## src/rtl/core/stable_merge_sorter_core_defines.svh

```systemverilog
// Assertion macros for the stable merge sorter core
`ifndef STABLE_MERGE_SORTER_CORE_DEFINES_SVH
`define STABLE_MERGE_SORTER_CORE_DEFINES_SVH
`ifndef SYNTH
`define SMS_ASSERT_NOW(lbl, ante, cons) \
	lbl: assert property (@(posedge clk) disable iff (!arst_n) (ante) |-> (cons)) \
		else $error("sorter check failed");
`define SMS_ASSERT_NEXT(lbl, ante, cons) \
	lbl: assert property (@(posedge clk) disable iff (!arst_n) (ante) |=> (cons)) \
		else $error("sorter check failed");
`else
`define SMS_ASSERT_NOW(lbl, ante, cons)
`define SMS_ASSERT_NEXT(lbl, ante, cons)
`endif
`endif

```

## src/rtl/core/sms_pkg.sv

```systemverilog
// Shared constants and types of the stable merge sorter
`timescale 1ns / 1ps
`default_nettype none
package sms_pkg;
	localparam int DEPTH      = 32;
	localparam int DATA_WIDTH = 32;
	localparam int FIELD_W    = 32;
	localparam int IDX_W      = $clog2(DEPTH);
	localparam int CNT_W      = $clog2(DEPTH + 1);
	localparam int SUM_W      = CNT_W + 2;

	typedef logic [DATA_WIDTH-1:0] data_t;
	typedef logic [IDX_W-1:0]      idx_t;
	typedef logic [CNT_W-1:0]      cnt_t;

	localparam data_t SIGN_MASK = {1'b1, {(DATA_WIDTH-1){1'b0}}};

	typedef struct packed {
		logic  en;
		idx_t  addr;
		data_t data;
	} ram_wr_t;

	typedef struct packed {
		idx_t addr_a;
		idx_t addr_b;
	} ram_rd_t;
endpackage
`default_nettype wire

```

## src/rtl/core/stable_merge_sorter_core.sv

```systemverilog
// Top level of the stable merge sorter: load, bottom-up merge passes, drain
//
//  channel | signals                                  | direction
//  --------+------------------------------------------+----------
//  in      | in_valid, in_ready, value, last          | into core
//  out     | out_valid, out_ready, sorted_value,       | out of core
//          | sorted_last                              |
//
// A set of n items loads at one item per cycle; in_ready is low from the
// closing item until the final sorted item is taken.
// Each merge pass reads and writes each element (S_RD, S_WR) and handles each
// run pair (S_SETUP, S_NEXT), over ceil(log2 n) passes, through one comparator
// and the registered bank reads. Draining reads each element (S_OUT_RD) and
// holds it until out_ready (S_OUT). Reset is asynchronous; no clearing pass.
`timescale 1ns / 1ps
`default_nettype none
`include "stable_merge_sorter_core_defines.svh"
module stable_merge_sorter_core import sms_pkg::*; (
	input  logic                      clk,
	input  logic                      arst_n,
	input  logic                      in_valid,
	output logic                      in_ready,
	input  logic signed [FIELD_W-1:0] value,
	input  logic                      last,
	output logic                      out_valid,
	input  logic                      out_ready,
	output logic signed [FIELD_W-1:0] sorted_value,
	output logic                      sorted_last
);
	typedef enum logic [2:0] {
		S_LOAD,
		S_SETUP,
		S_RD,
		S_WR,
		S_NEXT,
		S_OUT_RD,
		S_OUT
	} state_t;

	state_t st_q;
	cnt_t   cnt_q;
	cnt_t   n_q;
	cnt_t   width_q;
	cnt_t   lo_q;
	cnt_t   mid_q;
	cnt_t   hi_q;
	cnt_t   a_q;
	cnt_t   b_q;
	cnt_t   k_q;
	logic   src_q;

	ram_wr_t wr0;
	ram_wr_t wr1;
	ram_rd_t rd;
	data_t   rd0_a;
	data_t   rd0_b;
	data_t   rd1_a;
	data_t   rd1_b;
	data_t   da;
	data_t   db;
	data_t   merge_data;
	logic    le;
	logic    take_a;
	logic    in_acc;
	logic    out_acc;
	logic    load_close;
	logic    in_out;

	logic [SUM_W-1:0] n_ext;
	logic [SUM_W-1:0] mid_sum;
	logic [SUM_W-1:0] hi_sum;
	logic [SUM_W-1:0] wid2;
	cnt_t             mid_clip;
	cnt_t             hi_clip;

	sms_ram u_bank0 (
		.clk     (clk),
		.wr      (wr0),
		.rd      (rd),
		.rdata_a (rd0_a),
		.rdata_b (rd0_b)
	);

	sms_ram u_bank1 (
		.clk     (clk),
		.wr      (wr1),
		.rd      (rd),
		.rdata_a (rd1_a),
		.rdata_b (rd1_b)
	);

	sms_cmp u_cmp (
		.lhs (da),
		.rhs (db),
		.le  (le)
	);

	assign in_ready   = (st_q == S_LOAD);
	assign out_valid  = (st_q == S_OUT);
	assign in_acc     = in_valid && in_ready;
	assign out_acc    = out_valid && out_ready;
	assign load_close = last || (cnt_q == cnt_t'(DEPTH - 1));
	assign in_out     = (st_q == S_OUT_RD) || (st_q == S_OUT);

	assign da = src_q ? rd1_a : rd0_a;
	assign db = src_q ? rd1_b : rd0_b;

	assign take_a     = (a_q < mid_q) && (!(b_q < hi_q) || le);
	assign merge_data = take_a ? da : db;

	assign n_ext    = SUM_W'(n_q);
	assign mid_sum  = SUM_W'(lo_q) + SUM_W'(width_q);
	assign wid2     = SUM_W'(width_q) << 1;
	assign hi_sum   = SUM_W'(lo_q) + wid2;
	assign mid_clip = (mid_sum > n_ext) ? n_q : CNT_W'(mid_sum);
	assign hi_clip  = (hi_sum > n_ext) ? n_q : CNT_W'(hi_sum);

	always_comb begin
		rd.addr_a = in_out ? k_q[IDX_W-1:0] : a_q[IDX_W-1:0];
		rd.addr_b = b_q[IDX_W-1:0];

		wr0.en   = (st_q == S_LOAD) ? in_acc : ((st_q == S_WR) && src_q);
		wr0.addr = (st_q == S_LOAD) ? cnt_q[IDX_W-1:0] : k_q[IDX_W-1:0];
		wr0.data = (st_q == S_LOAD) ? data_t'(value) : merge_data;

		wr1.en   = (st_q == S_WR) && !src_q;
		wr1.addr = k_q[IDX_W-1:0];
		wr1.data = merge_data;
	end

	assign sorted_value = FIELD_W'(da);
	assign sorted_last  = ((k_q + cnt_t'(1)) == n_q);

	always_ff @(posedge clk or negedge arst_n) begin
		if (!arst_n) begin
			st_q    <= S_LOAD;
			cnt_q   <= '0;
			n_q     <= '0;
			width_q <= '0;
			lo_q    <= '0;
			mid_q   <= '0;
			hi_q    <= '0;
			a_q     <= '0;
			b_q     <= '0;
			k_q     <= '0;
			src_q   <= 1'b0;
		end else begin
			unique case (st_q)
				S_LOAD: begin
					src_q <= 1'b0;
					if (in_acc) begin
						cnt_q <= cnt_q + cnt_t'(1);
						if (load_close) begin
							n_q     <= cnt_q + cnt_t'(1);
							width_q <= cnt_t'(1);
							lo_q    <= '0;
							k_q     <= '0;
							if (cnt_q == '0) begin
								st_q <= S_OUT_RD;
							end else begin
								st_q <= S_SETUP;
							end
						end
					end
				end
				S_SETUP: begin
					a_q   <= lo_q;
					k_q   <= lo_q;
					mid_q <= mid_clip;
					b_q   <= mid_clip;
					hi_q  <= hi_clip;
					st_q  <= S_RD;
				end
				S_RD: begin
					st_q <= S_WR;
				end
				S_WR: begin
					k_q <= k_q + cnt_t'(1);
					if (take_a) begin
						a_q <= a_q + cnt_t'(1);
					end else begin
						b_q <= b_q + cnt_t'(1);
					end
					if ((k_q + cnt_t'(1)) == hi_q) begin
						st_q <= S_NEXT;
					end else begin
						st_q <= S_RD;
					end
				end
				S_NEXT: begin
					if (hi_sum >= n_ext) begin
						src_q   <= !src_q;
						width_q <= CNT_W'(wid2);
						lo_q    <= '0;
						if (wid2 >= n_ext) begin
							k_q  <= '0;
							st_q <= S_OUT_RD;
						end else begin
							st_q <= S_SETUP;
						end
					end else begin
						lo_q <= CNT_W'(hi_sum);
						st_q <= S_SETUP;
					end
				end
				S_OUT_RD: begin
					st_q <= S_OUT;
				end
				S_OUT: begin
					if (out_acc) begin
						if (sorted_last) begin
							cnt_q <= '0;
							st_q  <= S_LOAD;
						end else begin
							k_q  <= k_q + cnt_t'(1);
							st_q <= S_OUT_RD;
						end
					end
				end
				default: begin
					st_q <= S_LOAD;
				end
			endcase
		end
	end

	`SMS_ASSERT_NOW(a_no_overlap, in_ready, !out_valid)
	`SMS_ASSERT_NOW(a_cnt_range, st_q == S_LOAD, cnt_q < cnt_t'(DEPTH))
	`SMS_ASSERT_NOW(a_merge_live, st_q == S_WR, (k_q < hi_q) && ((a_q < mid_q) || (b_q < hi_q)))
	`SMS_ASSERT_NEXT(a_back_to_load, out_valid && out_ready && sorted_last, in_ready)
endmodule
`default_nettype wire

```

## src/rtl/core/sms_ram.sv

```systemverilog
// Element bank: one write port, two registered read ports
`timescale 1ns / 1ps
`default_nettype none
module sms_ram import sms_pkg::*; (
	input  logic    clk,
	input  ram_wr_t wr,
	input  ram_rd_t rd,
	output data_t   rdata_a,
	output data_t   rdata_b
);
	data_t mem_q [DEPTH];
	data_t rdata_a_q;
	data_t rdata_b_q;

	always_ff @(posedge clk) begin
		if (wr.en) begin
			mem_q[wr.addr] <= wr.data;
		end
		rdata_a_q <= mem_q[rd.addr_a];
		rdata_b_q <= mem_q[rd.addr_b];
	end

	assign rdata_a = rdata_a_q;
	assign rdata_b = rdata_b_q;
endmodule
`default_nettype wire

```

## src/rtl/core/sms_cmp.sv

```systemverilog
// Shared signed less-or-equal comparator
`timescale 1ns / 1ps
`default_nettype none
module sms_cmp import sms_pkg::*; (
	input  data_t lhs,
	input  data_t rhs,
	output logic  le
);
	data_t lhs_key;
	data_t rhs_key;

	assign lhs_key = lhs ^ SIGN_MASK;
	assign rhs_key = rhs ^ SIGN_MASK;
	assign le      = (lhs_key <= rhs_key);
endmodule
`default_nettype wire
```

## config.mk

```make
export PLATFORM = sky130hd
export DESIGN_NAME = stable_merge_sorter_core
export DESIGN_NICKNAME = d
export VERILOG_FILES = /design/src/rtl/core/sms_pkg.sv /design/src/rtl/core/stable_merge_sorter_core.sv /design/src/rtl/core/sms_ram.sv /design/src/rtl/core/sms_cmp.sv
export VERILOG_INCLUDE_DIRS = /design/src /design/src/rtl/core
export SDC_FILE = /design/constraint.sdc
export NUM_CORES = 2
export LEC_CHECK = 0
export ABC_CLOCK_PERIOD_IN_PS = 13300
export BUFFER_PORTS_ARGS = -buffer_cell sky130_fd_sc_hd__buf_2
export CAP_MARGIN = 40
export CORE_MARGIN = 10
export CORE_UTILIZATION = 47
export CTS_CLUSTER_SIZE = 28
export DETAILED_ROUTE_END_ITERATION = 12
export SETUP_SLACK_MARGIN = 0.15
export SLEW_MARGIN = 10
export SYNTH_ARGS = -nofsm -noshare
export SYNTH_HDL_FRONTEND = slang
export SYNTH_HIERARCHICAL = 1
export SYNTH_SLANG_ARGS = --single-unit
```

## constraint.sdc

```tcl
create_clock -name clk -period 13.3 [get_ports clk]
set_input_delay 2.66 -clock clk [delete_from_list [all_inputs] [get_ports clk]]
set_output_delay 2.66 -clock clk [all_outputs]
set_load 0.02 [all_outputs]
```

==> run summary <==
post-CTS sizing: 0
Hold Buf Count CTS: 0
Yosys top cell by area: edfxtp_1
num rows: 174
layout cells sized above 1: 11.2%
WL/cell: 32.8 um
Seq/Total Area, Yosys: 61.3%
final worst-path cycle share: 48.4%
most numerous cell in the Yosys netlist: mux2i_1
detailed placer's ending HPWL: 195 mm
final std cells w/o fill: 10809
IR drop worst, VDD: 288 uV
worst-path cell chain: buf_16, mux2_2, ha_1, a21oi_1, o21ai_0, a221oi_1, a31oi_1, o21ai_1, nor2_1, o22ai_1, a21oi_4, nor2_4, buf_4, mux2_2, mux2_2
Post-Syn Area: 107000 um2
Worst EP arrival: 7.01 ns
Cells on Worst Hold Path: 2
Via density: 6.47
RR Endpoint: u_bank0/mem_q[2][14]
Final setup viols: 0
Post-CTS Setup Bufs: 0
die area: 247000 um2
TritonCTS Buffers: 229
Final TNS setup: 0 ns
CP Class: reg2reg
CP delay by family, top: compound AO/OA/AOI/OAI gates
asr flop ratio synth: 2.55%
unrepaired setup endpoints after global routing: false
Initial Utilization: 47.4%
ys flop type: edfxtp_1
Synth Register Bits: 2233
CP max stage delay: 0.76 ns
Slew headroom: 23.5%
I/O Buffers: 71
Reg clk slew, reported paths: 0.06 ns
CTS root buf: clkbuf_16
CP Launch Point: src_q
max_cap viols: 0
clk_lat worst skew: 0.90 ns
Hold Crit Class: reg2reg
Yosys Warn Count: 6
die height: 497 um
Final Skew: 0.0370 ns
Peak Freq: 0.155 GHz
Tmin final: 6.44 ns
Synth area leaders: edfxtp_1, mux2i_1, a22oi_1, dfxtp_1, a22o_1
CP Max Fanout: 46
CTS tree: done
GRT Overall Usage: 27.9%
placed cells: 10365
cells on worst reg2reg path: 15
Post-DRT Antenna Nets: 0
Die X: 497 um
Worst path slowest cell: mux2_2
Yosys cell types: 70
most frequent CP cell: mux2_2
iteration count of the initial detailed-routing pass: 6
final hold vios: 0
Max H-tree Level: 4
vias in the first global route: 69104
core area: 226000 um2
Hold EP: mid_q[5]
Buf/Inv on CP: 2
number of synthesized flops with an enable pin: 2048
crit path launch type: register
Residual DRC: 0
Routed WL: 355 mm
first-pass GRT wire length: 502 mm
Area Growth Syn to Fin: 10.9%
status: finished clean
Slew @ Worst Pin: 1.15 ns
Syn Nets: 7761
overall power: 35.1 mW
CTS Sinks: 2233
Slew Viols, Final: 0
clk buf depth: 3
Leak: 42.9 nW
largest net degree at the start of global routing: 123
min-delay src: mid_q[5]
initial antenna violation count: 22
synth cell count leaders: mux2i_1, edfxtp_1, nand2_1, a21oi_1, nand3_1
initial detailed-routing violation count: 8277
placer congestion estimate: 0.881
register-to-register setup slack: 6.86 ns
Post-Syn Area per Cell: 14.0 um2
area share of the largest cell type after synthesis: 57.6%
Data required, critical path: 13.87 ns
RR Startpoint: src_q
total global routing overflow: 0
synthesized instance count: 7649
Top-Level Pins: 72
nets@finish: 7721
via count: 69984
PwrDens: 296 nW/um2
Critical Path End Type: register
## cells in the final DEF, fill, tap and decap left out, types with 132 or more instances in the layout
| cell type | n |
|---|---|
| edfxtp_1 | 2048 |
| a22o_1 | 262 |
| clkbuf_16 | 233 |
| nand2_1 | 460 |
| nand3_1 | 406 |
| mux2i_1 | 2059 |
| nor3_1 | 139 |
| a22oi_1 | 385 |
| a31oi_1 | 132 |
| a21oi_1 | 424 |
## tightest hold or removal path: cells and delay by family (launching register included)
| kind | cells | cell delay (ns) |
|---|---|---|
| flops | 1 | 0.34 |
| compound gates | 1 | 0.06 |
| simple gates | 1 | 0.04 |
## layout make-up
type | instances | area, um2
clock buffers | 271 | 6020
multi-input cells | 4818 | 38500
repair buffers | 264 | 2730
well taps | 2992 | 3740
flip-flops and latches | 2233 | 65500
fillers | 18752 | 107000
inverters | 63 | 236
diodes | 9 | 22.5
clock inverters | 159 | 1710
## flip-flops by register name (all words and copies together), names as in the netlist, 32 cells and up
signal,flops
u_bank1/mem_q,1024
u_bank1/rdata_b,32
u_bank1/rdata_a,32
u_bank0/mem_q,1024
u_bank0/rdata_a,32
u_bank0/rdata_b,32
## metal layers
| layer | wire (um) | track usage (%) |
|---|---|---|
| met5 | 27 | 0 |
| met4 | 18800 | 13.3 |
| met3 | 28600 | 4.68 |
| met2 | 166000 | 45.0 |
| met1 | 142000 | 36.8 |
## worst max path at each step
stage          cells past startpoint               endpoint  slack, ns
3_3_place_gp                      13  u_bank0/mem_q[11][14]       6.74
2_1_floorplan                      5   u_bank0/mem_q[12][0]       7.89
5_1_grt                           15   u_bank0/mem_q[5][14]       6.68
6_report                          15   u_bank0/mem_q[2][14]       6.86
3_5_place_dp                      14   u_bank0/mem_q[5][14]       6.76
4_1_cts                           14   u_bank0/mem_q[5][14]       6.71
## where the power goes
group          total (mW)  switching [mW]  internal, mW
Clock                6.65            2.79          3.86
Combinational        16.8            11.7          5.08
Sequential           11.6           0.351          11.3
Total                35.1            14.9          20.2
## stage by stage
step	instance area [um2]	hold WS, ns	setup WS, ns	util, %
4_1_cts	118000	0.484	6.71	52.4
6_report	118000	0.480	6.86	52.5
2_1_floorplan	107000	0.450	7.89	-
3_3_place_gp	110000	0.471	6.74	48.6
3_5_place_dp	111000	0.471	6.76	49.0
5_1_grt	118000	0.514	6.68	52.5
## cells by family after synthesis
logic type                 synth area share, %
buffers and inverters                     3.28
muxes                                     20.8
and+or+nand+nor                           5.13
AOI/OAI and AO/OA                         8.30
adders and majority gates                0.893
DFF                                       61.3
other                                  0.00351
xor gates and xnor gates                 0.250
Note: power is estimated with default switching activity, not from simulation.
